==> src/design/fp23as_pkg.sv <==
// Shared constants for the fp23 adder and subtractor.
// No dependencies; imported by the top level and its checker.
package fp23as_pkg;
   localparam int EXP_W = 6;
   localparam int MAN_W = 16;
   localparam int FRAC_W = MAN_W + 1;
   localparam int GAP_MAX = MAN_W;
   localparam logic [4:0] CANCEL_SHIFT = 5'd31;
   localparam logic ACTION_SUB = 1'b0;
   localparam logic ACTION_ADD = 1'b1;
endpackage

==> src/design/fp23_add_sub.sv <==
// fp23_add_sub: adds or subtracts two 23-bit floats (sign, 6-bit exponent,
// 16-bit fraction). An input register feeds one pass of align, add and
// normalize logic into the result register.
// Throughput is one word per cycle; busy is never raised and the receiver
// cannot stall. Synchronous active-high reset clears the valid flags only.
module fp23_add_sub
   import fp23as_pkg::*;
(
   input  logic             clock,
   input  logic             reset,
   input  logic             start,
   output logic             busy,
   input  logic             req_a_sign,
   input  logic [EXP_W-1:0] req_a_exp,
   input  logic [MAN_W-1:0] req_a_man,
   input  logic             req_b_sign,
   input  logic [EXP_W-1:0] req_b_exp,
   input  logic [MAN_W-1:0] req_b_man,
   input  logic             req_action,
   output logic             rsp_valid,
   output logic             rsp_sign,
   output logic [EXP_W-1:0] rsp_exp,
   output logic [MAN_W-1:0] rsp_man
);
   logic             vld_ff;
   logic             as_ff, bs_ff, act_ff;
   logic [EXP_W-1:0] ae_ff, be_ff;
   logic [MAN_W-1:0] am_ff, bm_ff;
   logic             out_vld_ff;
   logic             sign_ff, sign_in;
   logic [EXP_W-1:0] exp_ff, exp_in;
   logic [MAN_W-1:0] man_ff, man_in;

   logic              bs_eff, swap, ls, ss;
   logic [EXP_W-1:0]  le, se, d;
   logic [FRAC_W-1:0] lm, sm;
   logic [33:0]       big, lesser, total;
   logic [FRAC_W-1:0] sum;
   logic [4:0]        shift;
   logic              found;
   logic [FRAC_W-1:0] shifted;
   logic [EXP_W:0]    e;

   assign busy = 1'b0;

   always_ff @(posedge clock) begin
      if (reset) begin
         vld_ff <= 1'b0;
         out_vld_ff <= 1'b0;
      end else begin
         vld_ff <= start;
         out_vld_ff <= vld_ff;
      end
      as_ff <= req_a_sign;
      ae_ff <= req_a_exp;
      am_ff <= req_a_man;
      bs_ff <= req_b_sign;
      be_ff <= req_b_exp;
      bm_ff <= req_b_man;
      act_ff <= req_action;
      sign_ff <= sign_in;
      exp_ff <= exp_in;
      man_ff <= man_in;
   end

   always_comb begin
      bs_eff = (act_ff == ACTION_SUB) ? ~bs_ff : bs_ff;
      swap = {ae_ff, am_ff} < {be_ff, bm_ff};
      ls = swap ? bs_eff : as_ff;
      ss = swap ? as_ff : bs_eff;
      le = swap ? be_ff : ae_ff;
      se = swap ? ae_ff : be_ff;
      lm = {le != '0, swap ? bm_ff : am_ff};
      sm = {se != '0, swap ? am_ff : bm_ff};
      d = le - se;
      big = {1'b0, lm, {MAN_W{1'b0}}};
      // Alignment truncates; a gap beyond the fraction width drops S.
      lesser = (d <= EXP_W'(GAP_MAX)) ? ({1'b0, sm, {MAN_W{1'b0}}} >> d) : '0;
      total = (ls ^ ss) ? (big - lesser) : (big + lesser);
      sum = total[33:FRAC_W];
      // Leading-one search over sum bits 16..1; bit 0 never counts.
      found = 1'b0;
      shift = CANCEL_SHIFT;
      for (int i = 1; i <= MAN_W; i++) begin
         if (sum[i]) begin
            found = 1'b1;
            shift = 5'(MAN_W - i);
         end
      end
      shifted = sum << shift[3:0];
      man_in = found ? shifted[MAN_W-1:0] : '0;
      e = {1'b0, le} - {2'b00, shift};
      exp_in = e[EXP_W] ? '0 : (e[EXP_W-1:0] + 1'b1);
      sign_in = ls;
   end

   assign rsp_valid = out_vld_ff;
   assign rsp_sign = sign_ff;
   assign rsp_exp = exp_ff;
   assign rsp_man = man_ff;
endmodule

==> config.mk <==
export PLATFORM = sky130hd
export DESIGN_NAME = fp23_add_sub
export DESIGN_NICKNAME = d
export VERILOG_FILES = /design/src/design/fp23as_pkg.sv /design/src/design/fp23_add_sub.sv
export SDC_FILE = /design/constraint.sdc
export NUM_CORES = 1
export LEC_CHECK = 0
export ABC_AREA = 1
export BUFFER_PORTS_ARGS = -buffer_cell sky130_fd_sc_hd__clkbuf_2
export CAP_MARGIN = 10
export CORE_AREA = 2 2 155 97
export CTS_CLUSTER_DIAMETER = 120
export DETAILED_ROUTE_END_ITERATION = 6
export DIE_AREA = 0 0 157 99
export PLACE_DENSITY_LB_ADDON = 0.2
export SLEW_MARGIN = 20
export SYNTH_ARGS = -nofsm -noshare
export SYNTH_HDL_FRONTEND = slang
export SYNTH_SLANG_ARGS = --single-unit
==> constraint.sdc <==
create_clock -name clock -period 8.8 [get_ports clock]
set_clock_uncertainty 0.15 [all_clocks]
set_input_delay 0.88 -clock clock [delete_from_list [all_inputs] [get_ports clock]]
set_output_delay 0.88 -clock clock [all_outputs]
set_load 0.03 [all_outputs]
==> results of run 1 <==
## routing by layer
metal | track usage (%) | part of all wire [%] | vias up
met3 | 7.34 | 13 | 28
met5 | 0 | 0 | -
li1 | - | - | 4292
met2 | 39.5 | 37 | 461
met1 | 48.3 | 48 | 3756
met4 | 6.35 | 1.7 | 0
## worst paths after layout
| kind | from | cells past startpoint | to |
|---|---|---|---|
| worst min-delay path | vld_ff$_SDFF_PP0_ | 2 | rsp_valid$_SDFF_PP0_ |
| worst max register to register | be_ff[2]$_DFF_P_ | 55 | rsp_exp[5]$_SDFF_PN0_ |
| worst max-delay path | be_ff[2]$_DFF_P_ | 55 | rsp_exp[5]$_SDFF_PN0_ |
| worst min register to register | vld_ff$_SDFF_PP0_ | 2 | rsp_valid$_SDFF_PP0_ |
## Yosys cell counts (9+ instances only)
cell | instances | share of area, %
nand2_1 | 429 | 21
nand3_1 | 177 | 12
inv_1 | 143 | 7.1
nor2_1 | 93 | 4.6
dfxtp_1 | 72 | 19
ha_1 | 62 | 10
a21oi_1 | 47 | 3.1
o21ai_0 | 43 | 2.8
nand4_1 | 32 | 2.6
nand2_2 | 23 | 1.9
clkbuf_1 | 18 | 0.89
xor2_1 | 15 | 1.7
nor3_1 | 13 | 0.86
o21ai_1 | 11 | 0.72
buf_4 | 10 | 0.99
buf_6 | 9 | 1.3
## worst max-delay path, delay by kind of cell (launching register included)
family | cells | cell delay, ns
AO/OA/AOI/OAI | 12 | 1.75
adder cells (fa/ha/maj) | 4 | 1.46
flip-flops | 1 | 0.33
XOR/XNOR | 1 | 0.16
AND/OR/NAND/NOR | 32 | 3.65
buffers and inverters | 6 | 0.55
## cell type report
class	instances	area (µm²)	area share [%]
multi-input cells	1015	5400	62.5
well taps	198	248	2.87
clock inverters	5	128	1.48
clock buffers	11	243	2.81
inverters	151	576	6.66
repair buffers	101	598	6.92
flip-flops and latches	72	1440	16.7
repair inverters	1	7.51	0.0869
## kinds of logic (layout without fill, tap and decap cells)
logic type      Yosys count  in the layout  share of synthesized area (%)
simple gates            794            794                           45.9
buf+inv                 200            269                           11.6
compound gates          137            137                           10.4
flops                    72             72                           19.0
fa+ha+maj                64             64                           10.7
xor+xnor                 19             19                           2.39
other cells               1              1                         0.0493
## through the flow
step	std cells	hold WS, ns	util, %	total power, mW
6_report	1554	0.250	61.4	2.39
5_1_grt	1554	0.280	61.4	2.60
4_1_cts	1544	0.252	59.8	2.31
3_5_place_dp	1528	0.248	57.2	1.84
3_3_place_gp	1528	0.240	57.2	1.84
2_1_floorplan	1287	0.238	-	1.52
## power by group
part	leakage [nW]	switching (mW)	internal, mW
logic	3.90	1.05	0.475
clock network	0.176	0.144	0.314
registers	0.607	0.0190	0.395
## state kept, by name, summed over array words and instances, names as in the netlist
name       count
ae_ff          6
act_ff         1
am_ff         16
bs_ff          1
rsp_man       16
rsp_exp        6
vld_ff         1
rsp_valid      1
as_ff          1
rsp_sign       1
be_ff          6
bm_ff         16
## repair_timing
item,4_1_cts,5_1_grt
setup endpoints to repair,0,6
buffers inserted,0,9
gates resized for setup,0,37
==> impl_results.md, run 1 <==
* Outcome: completed
* Num CTS Buffers at 9
* Critical path capture point type: flop
* Largest net degree at the start of global routing at 40
* Area post-placement at 8050 µm²
* Initial Utilization at 54.0%
* Maximum VDD drop at 0.000132 V
* Vias per cell at 5.49
* Setup_tns at 0 ns
* Critical Path Max Stage Delay at 0.39 ns
* Post-DR wirelength/cell at 15.0 µm
* Leakage at 4.68 nW
* Synth warnings at 0
* First-pass GRT wire length at 37000 µm
* Arr. time, crit path at 8.25 ns
* Vias in the first global route at 7316
* Vias at 8537
* Post-layout minimum cycle time at 8.18 ns
* Cell mode on critical path: nand2_1
* Die extent in x at 157 µm
* Hold_buf cts at 0
* Worst Path Max Fanout at 23
* Fillers at 1400
* Syn avg cell area at 5.91 µm²
* H-tree Lvls at 3
* Final WS setup at 0.625 ns
* Post-route cell area at 8640 µm²
* Wirelength, routed at 23300 µm
* Final setup vio count at 0
* Layout cell share with drive strength beyond 1 at 14.2%
* Pre-antenna DRT Iters at 7
* Routability cong. at 1.04
* Synth Instances at 1287
* # port buffers at 73
* Pre-CTS setup slack at 0.236 ns
* Clock Path Buffers at 2
* Antenna violations before repair at 0
* Commonest non-fill, non-tap cells in the layout: 428 x nand2_1, 177 x nand3_1, 141 x inv_1
* CP startpoint kind: flop
* Slew Limit Fails at 0
* Mapped Area at 7610 µm²
* FP Rows at 34
* Gr ovfl total at 0
* Final Cycle Share at 92.9%
* Async SR Flop Fraction at 0%
* Die area at 15500 µm²
* Core Box Area at 14100 µm²
* Most common cell after layout, fill and taps aside: nand2_1
* Worst-Skew Late Latency at 0.34 ns
* # IOs at 75
* CTS root buf: clkbuf_16
* EDFF count, synth at 0
* Initial DRC count at 905
* Seq/Total Area, Yosys at 19.0%
* Synth Net Count at 1401
* Number of synthesized register bits at 72
* Clk pin slew, worst setup/hold paths at 0.06 ns
* Max Fclk at 0.122 GHz
* # DRC at 0
* Post-synthesis cell type count at 54
* Slew HR at 55.8%
* CP required at 8.87 ns
* Die Y at 99 µm
* Hold WC Path Type: reg -> reg
* CTS tree: done
* Top_reg_cell synth: dfxtp_1
* CTS sink count at 72
* P per Cell Area at 277 nW/µm²
* Post-DP HPWL at 18500 µm
* GRT Overall Usage at 30.2%
* Reg2Reg Setup Slack at 0.62 ns
* Final nets at 1465
* Hold Violations, Final at 0
* Post-DRT Antenna Nets at 0
* Total of max-cap violations at 0
* CP max stage cell: ha_2
* Ant. Diodes at 0
* Worst Max-Slew Pin Slew at 0.656 ns
* P&R area growth vs syn at 13.6%
* Worst Setup Path Type: reg -> reg
Power figures use the tool's default switching activity.
==> run 2, diff against run 1 <==
--- a/config.mk
+++ b/config.mk
@@ -12,7 +12,7 @@
 export CTS_CLUSTER_DIAMETER = 120
 export DETAILED_ROUTE_END_ITERATION = 6
 export DIE_AREA = 0 0 157 99
-export PLACE_DENSITY_LB_ADDON = 0.2
+export PLACE_DENSITY = 0.74
 export SLEW_MARGIN = 20
 export SYNTH_ARGS = -nofsm -noshare
 export SYNTH_HDL_FRONTEND = slang
==> impl_results.md, run 2 (synthesized netlist as in run 1, its figures left out) <==
* Vias per cell at 5.52 (+0.42%)
* Max Fclk at 0.122 GHz (-0.43%)
* Core Box Area at 14100 µm² (unchanged)
* Clk pin slew, worst setup/hold paths at 0.06 ns (about the same)
* Worst Path Max Fanout at 23 (unchanged)
* Sequential power share at 17.4% (about the same)
* Setup_tns at 0 ns (unchanged)
* Total internal power at 1.17 mW (-1.2%)
* Num CTS Buffers at 9 (unchanged)
* GRT Overall Usage at 30.5% (+0.33 points)
* R2r startpoint: be_ff[4]$_DFF_P_
* Hold depth at 2 (unchanged)
* Post-layout minimum cycle time at 8.21 ns (+0.0351 ns)
* H-tree Lvls at 3 (unchanged)
* Final nets at 1464 (-0.068%)
* Post-DRT Antenna Nets at 0 (unchanged)
* Maximum VDD drop at 0.000147 V (+11%)
* Vias in the first global route at 7335 (+0.26%)
* P per Cell Area at 276 nW/µm² (-0.30%)
* Worst-Skew Late Latency at 0.34 ns (about the same)
* Die area at 15500 µm² (unchanged)
* Final setup vio count at 0 (unchanged)
* Worst Max-Slew Pin Slew at 0.611 ns (-0.0453 ns)
* P&R area growth vs syn at 13.4%
* Psw at 1.21 mW (+0.13%)
* CP required at 8.92 ns (+0.05 ns)
* Reg2Reg Depth at 54 (-1.8%)
* CP max stage cell: fa_1
* Switching share of power at 50.9% (+0.33 points)
* CTS root buf: clkbuf_16
* First-pass GRT wire length at 37400 µm (+0.91%)
* # DRC at 0 (unchanged)
* # IOs at 75 (unchanged)
* Wirelength, routed at 23600 µm (+1.6%)
* Die extent in x at 157 µm (unchanged)
* Largest net degree at the start of global routing at 69 (+73%)
* Most common cell after layout, fill and taps aside: nand2_1
* Slew Limit Fails at 0 (unchanged)
* Post-DP HPWL at 18700 µm (+1.0%)
* Fillers at 1378 (-1.6%)
* Cell mode on critical path: nand2_1
* WHS at 0.257 ns (+0.00639 ns)
* Worst Hold Path EP: rsp_valid$_SDFF_PP0_
* Slew HR at 59.2% (+3.4 points)
* Die Y at 99 µm (unchanged)
* CTS sink count at 72 (unchanged)
* Hold Violations, Final at 0 (unchanged)
* # port buffers at 73 (unchanged)
* Layout cell share with drive strength beyond 1 at 13.8% (-0.36 points)
* Routability cong. at 0.991 (-4.3%)
* Pre-antenna DRT Iters at 6 (-1)
* Combinational Power Share at 63.8% (+0.2 points)
* Clock Path Buffers at 2 (unchanged)
* Hold Startpoint: vld_ff$_SDFF_PP0_
* Worst Setup Path Type: reg -> reg
* Ant. Diodes at 0 (unchanged)
* Critical Path Max Stage Delay at 0.43 ns (+0.04 ns)
* Multi-input logic area at 5360 µm² (-0.74%)
* RR Endpoint: rsp_exp[5]$_SDFF_PN0_
* Seq. cell area at 1440 µm² (unchanged)
* CTS tree: done
* Clock power frac at 18.8% (-0.3 points)
* Vias at 8567 (+0.35%)
* Antenna violations before repair at 0 (unchanged)
* Outcome: completed
* Reg2Reg Setup Slack at 0.59 ns (-0.04 ns)
* Post-layout util at 61.2% (-0.13 points)
* Critical path capture point type: flop
* Initial DRC count at 1037 (+15%)
* Gr ovfl total at 0 (unchanged)
* Leakage at 4.70 nW (+0.44%)
* FP Rows at 34 (unchanged)
* Arr. time, crit path at 8.33 ns (+0.08 ns)
* Commonest non-fill, non-tap cells in the layout: 427 x nand2_1, 177 x nand3_1, 141 x inv_1
* Total of max-cap violations at 0 (unchanged)
* Final Cycle Share at 93.3% (+0.40 points)
* Hold WC Path Type: reg -> reg
* Initial Utilization at 54.0% (unchanged)
* Hold_buf cts at 0 (unchanged)
* CP startpoint kind: flop
* Post-DR wirelength/cell at 15.2 µm (+1.7%)
[run 2: worst max path at each step]
stage                                 from                     to  slack (ns)  cells after the start
after floorplan           be_ff[4]$_DFF_P_  rsp_exp[5]$_SDFF_PN0_        1.35                     55
after global placement    be_ff[4]$_DFF_P_  rsp_exp[5]$_SDFF_PN0_        0.37                     51
after detailed placement  be_ff[4]$_DFF_P_  rsp_exp[5]$_SDFF_PN0_        0.19                     54
after CTS                 be_ff[4]$_DFF_P_  rsp_exp[5]$_SDFF_PN0_        0.18                     54
after global routing      be_ff[5]$_DFF_P_  rsp_exp[5]$_SDFF_PN0_       -0.03                     55
final                     be_ff[4]$_DFF_P_  rsp_exp[5]$_SDFF_PN0_        0.59                     54
[run 2: critical path, delay by kind of cell (launching register included)]
kind	cells	cell delay (ns)
AO/OA/AOI/OAI	12	1.72
XOR/XNOR	2	0.42
adder cells (fa/ha/maj)	5	1.74
buffers and inverters	5	0.63
flip-flops	1	0.31
AND/OR/NAND/NOR	30	3.16
[run 2: per-stage QoR]
| step | power, mW | setup WS, ns | std cells | instance area (µm²) |
|---|---|---|---|---|
| floorplan | 1.52 | 1.35 | 1287 | 7610 |
| global placement | 1.84 | 0.368 | 1528 | 8050 |
| detailed placement | 1.85 | 0.192 | 1528 | 8050 |
| CTS | 2.30 | 0.181 | 1544 | 8420 |
| global route | 2.58 | -0.0265 | 1553 | 8620 |
| finish | 2.38 | 0.589 | 1553 | 8620 |
[run 2: repair_timing]
| item | 4_1_cts | 5_1_grt |
|---|---|---|
| gates resized for setup | 0 | 29 |
| setup buffers | 0 | 8 |
| setup endpoints to repair | 0 | 6 |
[run 2: area by class of cell]
| cell class | count | area share, % |
|---|---|---|
| Clock buffer | 12 | 3.09 |
| Clock inverter | 4 | 1.15 |
| Inverter | 151 | 6.66 |
| Multi-Input combinational cell | 1015 | 62.2 |
| Sequential cell | 72 | 16.7 |
| Tap cell | 198 | 2.87 |
| Timing Repair Buffer | 101 | 7.34 |
[run 2: power by group through the flow]
stage | combinational [mW] | sequential [mW] | clock (mW)
floorplan | 0.990 | 0.529 | 0
global placement | 1.42 | 0.420 | 0
detailed placement | 1.43 | 0.421 | 0
CTS | 1.43 | 0.414 | 0.457
global route | 1.69 | 0.419 | 0.471
finish | 1.52 | 0.414 | 0.449
[run 2: routing by layer]
metal / global-route usage (%) / vias to the layer above / routed length, µm
met3: 8.80 / 31 / 3070
met5: 0 / - / 0
met2: 40.8 / 487 / 8910
met4: 4.87 / 0 / 282
met1: 47.9 / 3767 / 11400
li1: - / 4282 / -
==> run 3, diff against run 2 <==
==> constraint.sdc (replaced) <==
create_clock -name clock -period 7.88 [get_ports clock]
set_clock_uncertainty 0.15 [all_clocks]
set_input_delay 0.788 -clock clock [delete_from_list [all_inputs] [get_ports clock]]
set_output_delay 0.788 -clock clock [all_outputs]
set_load 0.03 [all_outputs]
==> impl_results.md, run 3 (synthesized netlist as in run 1, its figures left out) <==
* Vias per cell at 5.48 (-0.58%)
* # port buffers at 73 (unchanged)
* FP Rows at 34 (unchanged)
* Wirelength, routed at 24600 µm (+4.0%)
* Largest net degree at the start of global routing at 55 (-20%)
* Ant. Diodes at 0 (unchanged)
* CTS root buf: clkbuf_16
* Outcome: completed
* Post-layout minimum cycle time at 7.66 ns (-0.554 ns)
* Post-DP HPWL at 19000 µm (+1.7%)
* Hold WC Path Type: reg -> reg
* First-pass GRT wire length at 37300 µm (-0.22%)
* Non-filler instance count after layout at 1613 (+3.9%)
* P per Cell Area at 290 nW/µm² (+4.9%)
* Die extent in x at 157 µm (unchanged)
* Critical Path Max Stage Delay at 0.41 ns (-0.02 ns)
* CTS tree: done
* # DRC at 0 (unchanged)
* Most common cell after layout, fill and taps aside: nand2_1
* Maximum VDD drop at 0.000155 V (+5.6%)
* Leakage at 5.00 nW (+6.4%)
* Antenna violations before repair at 0 (unchanged)
* P&R area growth vs syn at 23.5%
* Num CTS Buffers at 9 (unchanged)
* WHS at 0.251 ns (-0.00549 ns)
* Hold_buf cts at 0 (unchanged)
* Met1 Wirelength at 11600 µm (+2.2%)
* Commonest non-fill, non-tap cells in the layout: 404 x nand2_1, 173 x nand3_1, 133 x inv_1
* Worst Path Max Fanout at 8 (-65%)
* R2r startpoint: ae_ff[1]$_DFF_P_
* Worst-Skew Late Latency at 0.34 ns (about the same)
* Final nets at 1524 (+4.1%)
* # IOs at 75 (unchanged)
* CP required at 7.99 ns (-0.93 ns)
* Initial Utilization at 54.0% (unchanged)
* Total of max-cap violations at 0 (unchanged)
* Core Box Area at 14100 µm² (unchanged)
* Worst setup startpoint: ae_ff[1]$_DFF_P_
* CP startpoint kind: flop
* Met3 wire len at 3210 µm (+4.5%)
* Critical path capture point type: flop
* Arr. time, crit path at 7.77 ns (-0.56 ns)
* Post-DRT Antenna Nets at 0 (unchanged)
* Clock Path Buffers at 2 (unchanged)
* Dpl cells at 1563 (+2.3%)
* Setup_tns at 0 ns (unchanged)
* Die area at 15500 µm² (unchanged)
* Max Fclk at 0.131 GHz (+7.2%)
* CTS sink count at 72 (unchanged)
* Top Layer Used: met5
* Vias at 8846 (+3.3%)
* GRT Overall Usage at 30.2% (-0.32 points)
* Pre-antenna DRT Iters at 6 (unchanged)
* Gr ovfl total at 0 (unchanged)
* H-tree Lvls at 3 (unchanged)
* Slew Limit Fails at 0 (unchanged)
* Slew HR at 48.4% (-11 points)
* CP max stage cell: dfxtp_1
* Worst Max-Slew Pin Slew at 0.766 ns (+0.155 ns)
* Met2 routed WL at 9300 µm (+4.3%)
* Clk pin slew, worst setup/hold paths at 0.06 ns (about the same)
* Hold Violations, Final at 0 (unchanged)
* Final setup vio count at 0 (unchanged)
* Post-DR wirelength/cell at 15.2 µm (+0.12%)
* Vias in the first global route at 7539 (+2.8%)
* Die Y at 99 µm (unchanged)
* Layout cell share with drive strength beyond 1 at 23.6% (+9.8 points)
* Routability cong. at 1.02 (+3.3%)
* Hold Startpoint: vld_ff$_SDFF_PP0_
* Worst Setup Path Type: reg -> reg
* Initial DRC count at 1012 (-2.4%)
* Cell mode on critical path: nand2_1
* Final Cycle Share at 97.2% (+3.9 points)
## run 3: changes by cell type in the layout (fill, tap and decap cells not counted), moves of 8 or more
cell and delta:
buf_4 +57, nand2_1 -23, nand2_2 +21, ha_4 +19, ha_1 -16, dfxtp_1 -13
dfxtp_2 +13, nor2_1 -13, nor2_2 +11, inv_2 +9, inv_1 -8
## run 3: metrics by stage
stage | instance area [µm²] | utilization, % | setup WS [ns] | power, mW
floorplan | 7610 | - | 0.428 | 1.70
global placement | 8340 | 59.2 | 0.275 | 2.11
detailed placement | 8340 | 59.2 | -0.0333 | 2.12
CTS | 8620 | 61.2 | 0.00946 | 2.51
global route | 9400 | 66.7 | -0.228 | 2.94
finish | 9400 | 66.7 | 0.224 | 2.72
## run 3: final timing paths
kind | end | slack [ns] | depth (start not counted)
max | rsp_exp[5]$_SDFF_PN0_ | 0.22 | 54
min | rsp_valid$_SDFF_PP0_ | 0.25 | 2
max reg2reg | rsp_exp[5]$_SDFF_PN0_ | 0.22 | 54
min reg2reg | rsp_valid$_SDFF_PP0_ | 0.25 | 2
## run 3: per-layer routing
metal  vias up  GRT usage (%)
li1       4408              -
met1      3897           46.5
met2       506           39.2
met3        33           9.76
met4         2           7.34
met5         -           2.54
## run 3: area by class of cell
class	instances	area, µm²
flip-flops and latches	72	1460
inverters	151	572
multi-input cells	1016	5770
well taps	198	248
clock inverters	5	32.5
repair buffers	160	1070
fillers	1339	4690
clock buffers	11	243
## run 3: timing repair
| action | in CTS | in global routing |
|---|---|---|
| setup buffers | 0 | 33 |
| endpoints found under the setup margin | 1 | 9 |
| pin swaps | 0 | 54 |
| cloned | 0 | 1 |
| resized for setup | 3 | 130 |
## run 3: where the power goes
part	switching [mW]	internal, mW
combinational	1.23	0.645
clock	0.162	0.221
sequential	0.0229	0.441
total	1.41	1.31
## run 3: worst max-delay path: cells and delay by family (launching register included)
family                     cells  cell delay [ns]
buffers and inverters         13             1.31
AOI/OAI and AO/OA             13             1.75
xor gates and xnor gates       2             0.37
adders and majority gates      5             1.32
DFF                            1             0.41
and+or+nand+nor               21             2.27
